--- config.mk ---
export PLATFORM = sky130hd
export DESIGN_NAME = source_tokenizer
export DESIGN_NICKNAME = d
export VERILOG_FILES = /design/src/design/stok_pkg.sv /design/src/design/source_tokenizer.sv /design/src/design/stok_kw_match.sv
export SDC_FILE = /design/constraint.sdc
export NUM_CORES = 1
export LEC_CHECK = 0
export ABC_AREA = 1
export BUFFER_PORTS_ARGS = -buffer_cell sky130_fd_sc_hd__buf_2
export CORE_UTILIZATION = 55
export CTS_CLUSTER_SIZE = 16
export DETAILED_ROUTE_END_ITERATION = 10
export PLACE_DENSITY = 0.72
export SYNTH_ARGS = -nofsm -noshare
export SYNTH_HDL_FRONTEND = slang
export SYNTH_SLANG_ARGS = --single-unit
--- constraint.sdc ---
create_clock -name clk -period 7.2 [get_ports clk]
set_input_delay 0.36 -clock clk [delete_from_list [all_inputs] [get_ports clk]]
set_output_delay 0.36 -clock clk [all_outputs]
set_load 0.005 [all_outputs]
--- src/design/stok_pkg.sv ---
`default_nettype none
package stok_pkg;

  localparam int OFF_W = 32;
  localparam int LC_W = 16;
  localparam int LEN_W = 16;
  localparam int KIND_W = 7;
  localparam int KW_MAX = 11;
  localparam int KW_NUM = 30;
  localparam int WL_W = 4;

  typedef logic [KIND_W-1:0] kind_t;

  localparam kind_t K_EOF = 7'd0;
  localparam kind_t K_STR = 7'd1;
  localparam kind_t K_IDENT = 7'd2;
  localparam kind_t K_KW0 = 7'd3;
  localparam kind_t K_INT = 7'd33;
  localparam kind_t K_UNKNOWN = 7'd64;

  typedef logic [8*KW_MAX-1:0] kw_text_t;

  typedef struct packed {
    kind_t kind;
    logic [LC_W-1:0] start_line;
    logic [LC_W-1:0] start_col;
    logic [OFF_W-1:0] text_offset;
    logic [LEN_W-1:0] text_len;
  } tok_t;

  function automatic kw_text_t kw_str(input int idx);
    kw_text_t s;
    s = '0;
    case (idx)
      0: s[15:0] = "nf";
      1: s[23:0] = "tel";
      2: s[23:0] = "tum";
      3: s[15:0] = "fi";
      4: s[31:0] = "esle";
      5: s[39:0] = "elihw";
      6: s[31:0] = "pool";
      7: s[47:0] = "tcurts";
      8: s[31:0] = "lpmi";
      9: s[31:0] = "mune";
      10: s[39:0] = "hctam";
      11: s[39:0] = "tiart";
      12: s[23:0] = "rof";
      13: s[31:0] = "fles";
      14: s[47:0] = "nruter";
      15: s[31:0] = "eurt";
      16: s[39:0] = "eslaf";
      17: s[23:0] = "dom";
      18: s[23:0] = "esu";
      19: s[23:0] = "bup";
      20: s[47:0] = "nretxe";
      21: s[39:0] = "etarc";
      22: s[47:0] = "efasnu";
      23: s[23:0] = "nyd";
      24: s[87:0] = "selur_orcam";
      25: s[31:0] = "fleS";
      26: s[31:0] = "epyt";
      27: s[39:0] = "tsnoc";
      28: s[15:0] = "sa";
      29: s[7:0] = "_";
      default: s = '0;
    endcase
    return s;
  endfunction

  function automatic logic [WL_W-1:0] kw_len(input int idx);
    case (idx)
      0, 3, 28: return 4'd2;
      29: return 4'd1;
      1, 2, 12, 17, 18, 19, 23: return 4'd3;
      4, 6, 8, 9, 13, 15, 25, 26: return 4'd4;
      5, 10, 11, 16, 21, 27: return 4'd5;
      7, 14, 20, 22: return 4'd6;
      24: return 4'd11;
      default: return 4'd0;
    endcase
  endfunction

  function automatic kind_t lead_kind(input logic [7:0] b);
    case (b)
      "/": return 7'd34;
      ":": return 7'd40;
      "-": return 7'd46;
      "=": return 7'd50;
      "!": return 7'd52;
      "<": return 7'd54;
      ">": return 7'd56;
      "&": return 7'd58;
      "|": return 7'd60;
      default: return K_EOF;
    endcase
  endfunction

  function automatic kind_t single_kind(input logic [7:0] b);
    case (b)
      "(": return 7'd35;
      ")": return 7'd36;
      "{": return 7'd37;
      "}": return 7'd38;
      ";": return 7'd41;
      ",": return 7'd42;
      ".": return 7'd43;
      "+": return 7'd44;
      "*": return 7'd47;
      "$": return 7'd61;
      "[": return 7'd62;
      "]": return 7'd63;
      default: return K_UNKNOWN;
    endcase
  endfunction

  function automatic kind_t pair_kind(input logic [7:0] p, input logic [7:0] b);
    case (p)
      ":": return (b == ":") ? 7'd39 : K_EOF;
      "-": return (b == ">") ? 7'd45 : K_EOF;
      "=": return (b == "=") ? 7'd48 : ((b == ">") ? 7'd49 : K_EOF);
      "!": return (b == "=") ? 7'd51 : K_EOF;
      "<": return (b == "=") ? 7'd53 : K_EOF;
      ">": return (b == "=") ? 7'd55 : K_EOF;
      "&": return (b == "&") ? 7'd57 : K_EOF;
      "|": return (b == "|") ? 7'd59 : K_EOF;
      default: return K_EOF;
    endcase
  endfunction

endpackage
`default_nettype wire

--- src/design/source_tokenizer.sv ---
`default_nettype none
// source tokenizer
// input channel: one source byte per beat on in_src_byte, byte 0 ends the source
// output channel: one token per beat (kind, start line/col, text offset, length)
// out_last marks the final token caused by one input byte
// a token is registered into the output when the byte that ends it is taken
// throughput: one byte per cycle unless the output stalls; a byte that yields
// two tokens holds the input while the second token waits in a spare register
// the end-of-source byte flushes any pending token, emits eof and returns
// all position and scan state to reset
// a stalled receiver holds the output beat; the input takes a new byte as
// long as the output register is free or being drained in the same cycle
// reset: synchronous, active low; clears scan state, position to line 1
// column 1 offset 0, and empties the output registers
// token text is not copied: the consumer reads text by offset and length
module source_tokenizer
  import stok_pkg::*;
(
  input  wire             clk,
  input  wire             rst_n,
  input  wire             in_valid,
  output logic            in_ready,
  input  wire [7:0]       in_src_byte,
  output logic            out_valid,
  input  wire             out_ready,
  output logic [KIND_W-1:0] out_kind,
  output logic [LC_W-1:0] out_start_line,
  output logic [LC_W-1:0] out_start_col,
  output logic [OFF_W-1:0] out_text_offset,
  output logic [LEN_W-1:0] out_text_len,
  output logic            out_last
);

  typedef enum logic [2:0] {
    M_IDLE, M_IDENT, M_INT, M_STR, M_ESC, M_OP, M_COMMENT
  } mode_t;

  mode_t mode_r, mode_nxt;
  logic [7:0] pend_r, pend_nxt;
  logic [LC_W-1:0] line_r, line_nxt, col_r, col_nxt, tline_r, tline_nxt, tcol_r, tcol_nxt;
  logic [OFF_W-1:0] off_r, off_nxt, toff_r, toff_nxt;
  logic [LEN_W-1:0] tlen_r, tlen_nxt;
  logic [7:0] wbuf_r [KW_MAX];
  logic wb_we;
  logic [WL_W-1:0] wb_idx;

  logic o_vld_r, o_last_r, s_vld_r;
  tok_t o_tok_r, s_tok_r;

  logic acc;
  logic [1:0] n_tok;
  tok_t t0, t1;
  kind_t kwk;
  kw_text_t word;

  always_comb begin
    for (int i = 0; i < KW_MAX; i++) word[8*i +: 8] = wbuf_r[i];
  end

  stok_kw_match u_kw (.word(word), .len(tlen_r), .kind(kwk));

  assign in_ready = !s_vld_r && (!o_vld_r || out_ready);
  assign acc = in_valid && in_ready;

  function automatic logic is_word(input logic [7:0] b);
    return (b >= "a" && b <= "z") || (b >= "A" && b <= "Z") ||
           (b >= "0" && b <= "9") || b == "_";
  endfunction

  always_comb begin
    logic [7:0] b;
    logic fresh;
    kind_t pk;
    b = in_src_byte;
    mode_nxt = mode_r;
    pend_nxt = pend_r;
    line_nxt = line_r;
    col_nxt = col_r;
    off_nxt = off_r;
    tline_nxt = tline_r;
    tcol_nxt = tcol_r;
    toff_nxt = toff_r;
    tlen_nxt = tlen_r;
    wb_we = 1'b0;
    wb_idx = tlen_r[WL_W-1:0];
    n_tok = 2'd0;
    t0 = '{kind: K_EOF, start_line: tline_r, start_col: tcol_r,
           text_offset: toff_r, text_len: tlen_r};
    t1 = t0;
    fresh = 1'b0;
    pk = pair_kind(pend_r, b);
    if (b != 8'd0) begin
      if (off_r != '1) off_nxt = off_r + 1'b1;
      if (b == 8'h0a) begin
        if (line_r != '1) line_nxt = line_r + 1'b1;
        col_nxt = LC_W'(1);
      end else if (col_r != '1) begin
        col_nxt = col_r + 1'b1;
      end
    end
    if (b == 8'd0) begin
      unique case (mode_r)
        M_IDENT: begin t0.kind = kwk; n_tok = 2'd1; end
        M_INT: begin t0.kind = K_INT; n_tok = 2'd1; end
        M_STR, M_ESC: begin t0.kind = K_STR; n_tok = 2'd1; end
        M_OP: begin t0.kind = lead_kind(pend_r); n_tok = 2'd1; end
        default: ;
      endcase
      t1 = '{kind: K_EOF, start_line: line_r, start_col: col_r,
             text_offset: off_r, text_len: '0};
      if (n_tok == 2'd0) t0 = t1;
      n_tok = n_tok + 2'd1;
      mode_nxt = M_IDLE;
      pend_nxt = '0;
      line_nxt = LC_W'(1);
      col_nxt = LC_W'(1);
      off_nxt = '0;
      tline_nxt = LC_W'(1);
      tcol_nxt = LC_W'(1);
      toff_nxt = '0;
      tlen_nxt = '0;
    end else begin
      unique case (mode_r)
        M_IDENT: begin
          if (is_word(b)) begin
            wb_we = tlen_r < LEN_W'(KW_MAX);
            if (tlen_r != '1) tlen_nxt = tlen_r + 1'b1;
          end else begin
            t0.kind = kwk; n_tok = 2'd1; fresh = 1'b1;
          end
        end
        M_INT: begin
          if (b >= "0" && b <= "9") begin
            if (tlen_r != '1) tlen_nxt = tlen_r + 1'b1;
          end else begin
            t0.kind = K_INT; n_tok = 2'd1; fresh = 1'b1;
          end
        end
        M_STR: begin
          if (b == "\"") begin
            t0.kind = K_STR; n_tok = 2'd1; mode_nxt = M_IDLE;
          end else begin
            if (tlen_r != '1) tlen_nxt = tlen_r + 1'b1;
            if (b == "\\") mode_nxt = M_ESC;
          end
        end
        M_ESC: begin
          if (tlen_r != '1) tlen_nxt = tlen_r + 1'b1;
          mode_nxt = M_STR;
        end
        M_OP: begin
          pend_nxt = '0;
          if (pend_r == "/" && b == "/") begin
            mode_nxt = M_COMMENT;
          end else if (pk != K_EOF) begin
            tlen_nxt = LEN_W'(2);
            t0.kind = pk; t0.text_len = LEN_W'(2); n_tok = 2'd1;
            mode_nxt = M_IDLE;
          end else begin
            t0.kind = lead_kind(pend_r); n_tok = 2'd1; fresh = 1'b1;
          end
        end
        M_COMMENT: begin
          if (b == 8'h0a) mode_nxt = M_IDLE;
        end
        default: fresh = 1'b1;
      endcase
      if (fresh) begin
        mode_nxt = M_IDLE;
        if (!(b == 8'd32 || (b >= 8'd9 && b <= 8'd13))) begin
          tline_nxt = line_r;
          tcol_nxt = col_r;
          toff_nxt = off_r;
          tlen_nxt = LEN_W'(1);
          if (b == "\"") begin
            tlen_nxt = '0;
            toff_nxt = off_nxt;
            mode_nxt = M_STR;
          end else if (is_word(b) && !(b >= "0" && b <= "9")) begin
            wb_we = 1'b1;
            wb_idx = '0;
            mode_nxt = M_IDENT;
          end else if (b >= "0" && b <= "9") begin
            mode_nxt = M_INT;
          end else if (lead_kind(b) != K_EOF) begin
            pend_nxt = b;
            mode_nxt = M_OP;
          end else begin
            t1 = '{kind: single_kind(b), start_line: line_r, start_col: col_r,
                   text_offset: off_r, text_len: LEN_W'(1)};
            if (n_tok == 2'd0) t0 = t1;
            n_tok = n_tok + 2'd1;
          end
        end
      end
    end
  end

  always_ff @(posedge clk) begin
    if (acc && wb_we) wbuf_r[wb_idx] <= in_src_byte;
  end

  always_ff @(posedge clk) begin
    if (!rst_n) begin
      mode_r <= M_IDLE;
      pend_r <= '0;
      line_r <= LC_W'(1);
      col_r <= LC_W'(1);
      off_r <= '0;
      tline_r <= LC_W'(1);
      tcol_r <= LC_W'(1);
      toff_r <= '0;
      tlen_r <= '0;
      o_vld_r <= 1'b0;
      s_vld_r <= 1'b0;
      o_last_r <= 1'b0;
    end else begin
      if (acc) begin
        mode_r <= mode_nxt;
        pend_r <= pend_nxt;
        line_r <= line_nxt;
        col_r <= col_nxt;
        off_r <= off_nxt;
        tline_r <= tline_nxt;
        tcol_r <= tcol_nxt;
        toff_r <= toff_nxt;
        tlen_r <= tlen_nxt;
      end
      if (acc && n_tok != 2'd0) begin
        o_vld_r <= 1'b1;
        o_tok_r <= t0;
        o_last_r <= (n_tok == 2'd1);
        s_vld_r <= (n_tok == 2'd2);
        s_tok_r <= t1;
      end else if (o_vld_r && out_ready) begin
        o_vld_r <= s_vld_r;
        o_tok_r <= s_tok_r;
        o_last_r <= 1'b1;
        s_vld_r <= 1'b0;
      end
    end
  end

  assign out_valid = o_vld_r;
  assign out_kind = o_tok_r.kind;
  assign out_start_line = o_tok_r.start_line;
  assign out_start_col = o_tok_r.start_col;
  assign out_text_offset = o_tok_r.text_offset;
  assign out_text_len = o_tok_r.text_len;
  assign out_last = o_last_r;

endmodule
`default_nettype wire

--- src/design/stok_kw_match.sv ---
`default_nettype none
module stok_kw_match
  import stok_pkg::*;
(
  input  wire kw_text_t       word,
  input  wire [LEN_W-1:0]     len,
  output kind_t               kind
);

  kw_text_t mask;

  // only the bytes of the current word take part in the compare
  always_comb begin
    for (int j = 0; j < KW_MAX; j++) begin
      mask[8*j +: 8] = (LEN_W'(j) < len) ? 8'hff : 8'h00;
    end
  end

  always_comb begin
    kind = K_IDENT;
    if (len != '0 && len <= LEN_W'(KW_MAX)) begin
      for (int i = KW_NUM - 1; i >= 0; i--) begin
        if (len[WL_W-1:0] == kw_len(i) && (word & mask) == kw_str(i)) begin
          kind = K_KW0 + KIND_W'(i);
        end
      end
    end
  end

endmodule
`default_nettype wire

==> impl_metrics.toml, run 1 <==
[sta]
min_period_ps = 4900
fmax_ghz = 0.204
rsz0062_at_grt = "false"
finClkSkew_ps = 15.2
setup_viol = 0
hold_viol = 0
setup_tns_ps = 0
slew_headroom_pct = 24.6
maxSlewViolCount = 0
worst-slew-pin-transition_ps = 1130
fin_crit_sh_pct = 68.0

[synthesis]
synth-xor-area-share_pct = 1.20
synth_fa_ha_area_share_pct = 0.518
ys_ff_latch = 420
synth_top_family_by_area = "simple AND/OR/NAND/NOR gates"
synthMuxAreaShare_pct = 0
synthSimpleGateAreaFrac_pct = 26.1
syn_avg_cell_area_um2 = 7.59
synth-edff-count = 262
ys.flop_type = "edfxtp_1"
synthesis.nets = 3204
syn-cell-area_um2 = 24100
synth_cells = 3182
synth_warnings = 0
synth_compound_area_share_pct = 17.1
yosysSeqAreaShare_pct = 45.7
synth.distinct_cells = 67
ys_async_sr_fraction_pct = 0

[layout]
mostFrequentLayoutCells = "nand2_1 (624), nor2_1 (403), inv_1 (362), o21ai_0 (295), edfxtp_1 (262)"
layout-drive-gt1-share_pct = 10.0
layout_commonest_cell = "nand2_1"
finalInstanceArea_um2 = 26300
fin_nets = 3220
area_delta_synth_final_pct = 8.90
n_antenna_cell = 0

[die]
io_pins = 102
die_w_um = 212
initial_utilization_pct = 55.9
dieHeight_um = 212
rows = 76
dieArea_um2 = 44700
core_um2 = 43200

[critical_path]
cp_max_fo = 79
crit_type = "input pin to flop"
crit_path_frequent_cell = "inv_2"
cp-start-kind = "input pin"
slowest_stage = "buf_4"
end_kind = "flop"
cp.arrival_ps = 5100
max_stage_delay_ps = 590
crit_required_ps = 7400

[place]
routabilityCongestion = 0.984
port-buffer-count = 101
placement.cell_area_um2 = 24800
dp_hpwl_mm = 49.9

[cts]
holdBufCountCts = 0
cts_buffer_depth = 3
cts_sinks = 420
cts.reportedPaths.clkPinSlew_ps = 60
cts-htree-levels = 2
cts_setup_buffers = 0
clockRootBuffer = "clkbuf_16"
cts-resized-gates = 0
tritoncts = "built"
clkLatencyLatePin_ps = 580
cts_made_buffers = 45

[route]
vias = 22700
route.antenna.remaining_nets = 0
wirelength_mm = 74.1
via_per_inst = 5.94
wl_per_cell_um = 19.4
dr.first_iter.drc_count = 2518
drc = 0
drtPass1Iterations = 7

[grt]
grt_pass1_wl_mm = 116
grt_start_max_net_pins = 100
antenna_found_initial = 2
grt_overflow = 0
track_usage_pct = 33.1
grt_pass1_vias = 21400

[pwr]
p_leak_nw = 9.43
powerDensity_nw_per_um2 = 242
peakVddDrop_mv = 0.200

[hold_path]
hold_path.class = "input pin to flop"

[run]
cap_violations = 0

[run_status]
status = "complete, no violations"
final cells by class:
type,count,area (um^2)
fillers,3893,16900
flip-flops and latches,420,11000
multi-input cells,2208,10900
inverters,401,1510
clock buffers,61,1300
well taps,585,732
repair buffers,122,663
clock inverters,22,166
worst paths after layout:
path / start / end / slack [ps] / depth (start not counted)
worst max-delay path: in_src_byte[5] / out_text_offset[4] / 2300 / 27
worst min-delay path: in_src_byte[5] / wbuf_r[6][5] / 180 / 1
worst max register to register: mode_r[0] / toff_r[23] / 2330 / 19
worst min register to register: tcol_r[11] / tcol_r[11] / 470 / 2
critical path: cells and delay by family:
family,cells,cell delay (ps)
adders and majority gates,1,160
AOI/OAI and AO/OA,2,440
buffers and inverters,12,2120
and+or+nand+nor,12,1900
synth_stat cells (3+ instances only):
| master | instances | area (um^2) |
|---|---|---|
| nand3b_1 | 6 | 45.0 |
| o22ai_1 | 69 | 432 |
| edfxtp_1 | 262 | 7870 |
| a211oi_1 | 22 | 165 |
| a221oi_1 | 7 | 61.3 |
| nor2_1 | 406 | 1520 |
| nor2_2 | 19 | 119 |
| nor3_1 | 74 | 370 |
| o41ai_1 | 6 | 52.6 |
| o21ai_1 | 63 | 315 |
| buf_2 | 32 | 160 |
| o21ai_0 | 295 | 1480 |
| ha_1 | 10 | 125 |
| buf_6 | 11 | 124 |
| nor4_1 | 39 | 244 |
| a32oi_1 | 3 | 26.3 |
| nor3_2 | 10 | 100 |
| a2111oi_0 | 6 | 52.6 |
| clkinv_1 | 6 | 22.5 |
| nand2_2 | 21 | 131 |
| a311oi_1 | 5 | 43.8 |
| o21a_1 | 4 | 30.0 |
| xor2_1 | 33 | 289 |
| nand2_4 | 6 | 67.6 |
| or2_2 | 6 | 37.5 |
| o221ai_1 | 3 | 26.3 |
| inv_2 | 31 | 116 |
| clkbuf_1 | 93 | 349 |
| dfxtp_1 | 158 | 3160 |
| a31oi_1 | 14 | 87.6 |
| inv_1 | 363 | 1360 |
| a21oi_2 | 3 | 26.3 |
| nand2_1 | 627 | 2350 |
| buf_4 | 13 | 97.6 |
| nor4_2 | 3 | 37.5 |
| o31ai_1 | 5 | 37.5 |
| a22oi_1 | 5 | 37.5 |
| nand4_1 | 50 | 313 |
| o211ai_1 | 17 | 128 |
| nor2_4 | 8 | 90.1 |
| o21ai_2 | 12 | 105 |
| nand3_1 | 142 | 711 |
| a21oi_1 | 181 | 906 |
stage by stage:
step / power, mW / std cells / hold WS (ps) / worst slack [ps] / util (%)
floorplan: 3.70 / 3182 / 439 / 531 / -
global placement: 4.05 / 3736 / 451 / 1900 / 57.5
detailed placement: 4.08 / 3736 / 456 / 1820 / 57.5
CTS: 6.37 / 3819 / 164 / 2380 / 60.9
global route: 6.60 / 3819 / 183 / 1890 / 60.9
finish: 6.37 / 3819 / 181 / 2300 / 60.9
logic make-up after synthesis:
family	count (synthesis)
xor+xnor	33
flops	420
simple gates	1431
fa+ha+maj	10
buf+inv	554
compound gates	734
sequential cells by signal, indices dropped and copies added (netlist names):
register and flops:
tline_r 16, line_r 16, s_vld_r 1, tcol_r 16, out_start_col 16, mode_r 3
out_text_offset 32, out_start_line 16, toff_r 32, out_valid 1, out_text_len 16, wbuf_r 88
col_r 16, s_tok_r 87, off_r 32, out_kind 7, pend_r 8, out_last 1
tlen_r 16
report_power, final:
part | switching, mW | leakage, nW | total [mW] | internal [mW]
Combinational | 0.972 | 4.99 | 1.24 | 0.271
Clock | 0.980 | 0.733 | 2.32 | 1.34
Sequential | 0.0687 | 3.71 | 2.81 | 2.74
Total | 2.02 | 9.43 | 6.37 | 4.35
routing by layer:
layer  wire length [um]  track usage (%)  up-vias
met5                 26                0        -
li1                   -                -    10800
met1              30700             43.8    10600
met2              35000             54.4     1058
met4               2650             13.7        4
met3               5750             4.57      181
(Power assumes the default switching activity.)
==> run 2, diff against run 1 <==
--- a/config.mk
+++ b/config.mk
@@ -5,12 +5,12 @@
 export SDC_FILE = /design/constraint.sdc
 export NUM_CORES = 1
 export LEC_CHECK = 0
-export ABC_AREA = 1
+export ABC_AREA = 0
 export BUFFER_PORTS_ARGS = -buffer_cell sky130_fd_sc_hd__buf_2
 export CORE_UTILIZATION = 55
 export CTS_CLUSTER_SIZE = 16
 export DETAILED_ROUTE_END_ITERATION = 10
-export PLACE_DENSITY = 0.72
+export PLACE_DENSITY = 0.75
 export SYNTH_ARGS = -nofsm -noshare
 export SYNTH_HDL_FRONTEND = slang
 export SYNTH_SLANG_ARGS = --single-unit
==> constraint.sdc (replaced) <==
create_clock -name clk -period 4.1 [get_ports clk]
set_input_delay 0.205 -clock clk [delete_from_list [all_inputs] [get_ports clk]]
set_output_delay 0.205 -clock clk [all_outputs]
set_load 0.005 [all_outputs]
==> impl_metrics.toml, run 2 <==
[layout]
area_delta_synth_final_pct = 15.4
finalInstanceArea_um2 = 25600
mostFrequentLayoutCells = "edfxtp_1 (262), nand2_1 (239), nor2_1 (205), dfxtp_1 (158), buf_4 (158)"
top_regs = "wbuf_r: 88 flops, s_tok_r: 87 flops"
multiInputGateArea_um2 = 10500
regArea_um2 = 11000
largest_register_ffs = 88
layout_commonest_cell = "edfxtp_1"
largest_register = "wbuf_r"
layout-drive-gt1-share_pct = 14.9
fin_nets = 2463
fillers = 3168

[pwr]
swShare_pct = 24.6
powerDensity_nw_per_um2 = 365
p_leak_nw = 9.12
peakVddDrop_mv = 0.393
clkPwrFrac_pct = 39.6
power.switching_mw = 2.30
p_int_mw = 7.04
pwr-share-seq_pct = 50.1
comb_power_share_pct = 10.4

[sta]
fmax_ghz = 0.249
hold_viol = 0
slew_headroom_pct = 32.0
maxSlewViolCount = 0
finalWorstSetupSlack_ps = 90.3
finClkSkew_ps = 22.8
worst-slew-pin-transition_ps = 1010
min_period_ps = 4010
fin_hold_ws_ps = 31.7
fin_crit_sh_pct = 97.8
rsz0062_at_grt = "false"
setup_viol = 0

[route]
route.antenna.remaining_nets = 0
wirelength_mm = 73.2
via_per_inst = 6.58
dr.first_iter.drc_count = 1947
drtPass1Iterations = 7
vias = 19700
wl_per_cell_um = 24.4
drc = 0

[synthesis]
synth_fa_ha_area_share_pct = 0.565
ys_top_cells_by_area = "edfxtp_1 (36%), dfxtp_1 (14%), nand2_1 (4.1%), nor2_1 (3.5%), mux2_1 (3.3%)"
synth-xor-area-share_pct = 2.21
ys.flop_type = "edfxtp_1"
synthMuxAreaShare_pct = 6.61
synthesis.nets = 2301
synth_top_family_by_area = "simple AND/OR/NAND/NOR gates"
synth_top_area_share_pct = 35.5
yosysSeqAreaShare_pct = 49.8
ys_top_cells_by_count = "edfxtp_1 (262), nand2_1 (240), nor2_1 (207)"
synth_compound_area_share_pct = 14.8
ys_async_sr_fraction_pct = 0
yosysMostFrequentCell = "edfxtp_1"
synth-edff-count = 262
syn_avg_cell_area_um2 = 9.72
synth_cells = 2279
ys_ff_latch = 420
synth_top_area_cell = "edfxtp_1"
synth_warnings = 0
synthSimpleGateAreaFrac_pct = 23.0
syn-cell-area_um2 = 22100
synth.distinct_cells = 93

[hold_path]
min_from = "in_src_byte[3]"
hold_path.class = "input pin to flop"

[cts]
clkLatencyLatePin_ps = 580
clockRootBuffer = "clkbuf_16"
cts_made_buffers = 42
cts-htree-levels = 2
tritoncts = "built"
cts_sinks = 420
cts_buffer_depth = 3
cts_setup_buffers = 0
cts.reportedPaths.clkPinSlew_ps = 60

[critical_path]
crit-reg2reg-launch = "tlen_r[0]"
cp_max_fo = 8
worstSetupStartpoint = "tlen_r[0]"
crit_required_ps = 4470
end_kind = "flop"
cp-start-kind = "flop"
cp.arrival_ps = 4380
crit_type = "flop to flop"

[die]
dieHeight_um = 203
rows = 73
io_pins = 102
core_um2 = 39700
die_w_um = 203
initial_utilization_pct = 55.7
dieArea_um2 = 41100

[grt]
grt_pass1_wl_mm = 113
track_usage_pct = 35.7
grt_pass1_vias = 19000
grt_overflow = 0
antenna_found_initial = 1
grt_start_max_net_pins = 56

[run]
cap_violations = 0

[place]
dp_hpwl_mm = 53.3
pre_cts_ws_ps = -42.3
placement.cell_area_um2 = 24200
routabilityCongestion = 1.06
port-buffer-count = 101

[run_status]
status = "complete, no violations"
==> run 2: cell count changes in the layout (fill, tap and decap cells not counted), moves of 50 or more <==
cell	delta
o21ai_0	-235
buf_4	+137
mux2i_1	+72
nor2_1	-198
nand2_1	-385
mux2_1	+65
nand3_1	-50
inv_1	-341
a21oi_1	-81
o22ai_1	-56
==> run 2: path summary, 6_finish.rpt <==
| kind | end | slack (ps) | cells past startpoint |
|---|---|---|---|
| hold reg to reg | toff_r[2] | 470 | 2 |
| hold / removal | wbuf_r[7][3] | 30 | 1 |
| setup reg to reg | out_kind[0] | 90 | 13 |
| setup / recovery | out_kind[0] | 90 | 13 |
==> run 2: power by group through the flow <==
| stage | combinational [mW] | clock, mW | sequential (mW) |
|---|---|---|---|
| 3_3_place_gp | 0.932 | 0 | 4.76 |
| 6_report | 0.968 | 3.70 | 4.68 |
| 3_5_place_dp | 0.953 | 0 | 4.76 |
| 4_1_cts | 0.958 | 3.74 | 4.67 |
| 5_1_grt | 1.03 | 3.89 | 4.68 |
| 2_1_floorplan | 0.540 | 0 | 4.76 |
==> run 2: cell type report <==
type | count | share of cell area, %
Sequential cell | 420 | 43.2
Clock inverter | 18 | 0.504
Antenna cell | 1 | 0.00979
Multi-Input combinational cell | 1683 | 41.2
Clock buffer | 60 | 4.66
Tap cell | 525 | 2.57
Timing Repair Buffer | 271 | 7.52
Inverter | 23 | 0.343
==> run 2: cells by family (layout without fill, tap and decap cells) <==
group / after synthesis / after routing
compound gates: 502 / 502
xor+xnor: 56 / 56
fa+ha+maj: 10 / 10
buf+inv: 176 / 372
flops: 420 / 420
mux: 138 / 138
other cells: 0 / 1
simple gates: 977 / 977
==> run 2: timing repair <==
item / in CTS / in global routing
hold buffers: 1 / 0
endpoints found under the setup margin: 1 / 13
gates resized for setup: 1 / 2
endpoints found under the hold margin: 5 / 0
pin swaps: 0 / 0
==> run 2: per-layer routing <==
layer,wire [um],share of wire [%],GRT usage (%),up-vias
met5,0,0,0,-
met1,30300,41,47.4,9619
met4,3060,4.2,15.1,0
met3,5500,7.5,5.79,187
li1,-,-,-,8965
met2,34300,47,58.0,970
==> run 2: metrics by stage <==
stage	utilization [%]	power, mW	std cells	setup TNS (ps)
floorplan	-	5.30	2279	-52130
global placement	60.9	5.69	2921	-36.2
detailed placement	60.9	5.72	2921	-42.3
CTS	64.3	9.37	3000	0
global route	64.3	9.61	3001	0
finish	64.3	9.34	3001	0
==> run 2: worst max-delay path, stage by stage (launching register included) <==
cell	delay, ps
dfxtp_1	440
inv_1	150
ha_1	360
or3b_2	280
nor4_1	50
buf_4	180
nor4_1	370
buf_4	250
nand2_1	70
o41ai_1	910
o21ai_0	140
or3b_1	210
o41ai_1	90
a31oi_1	310
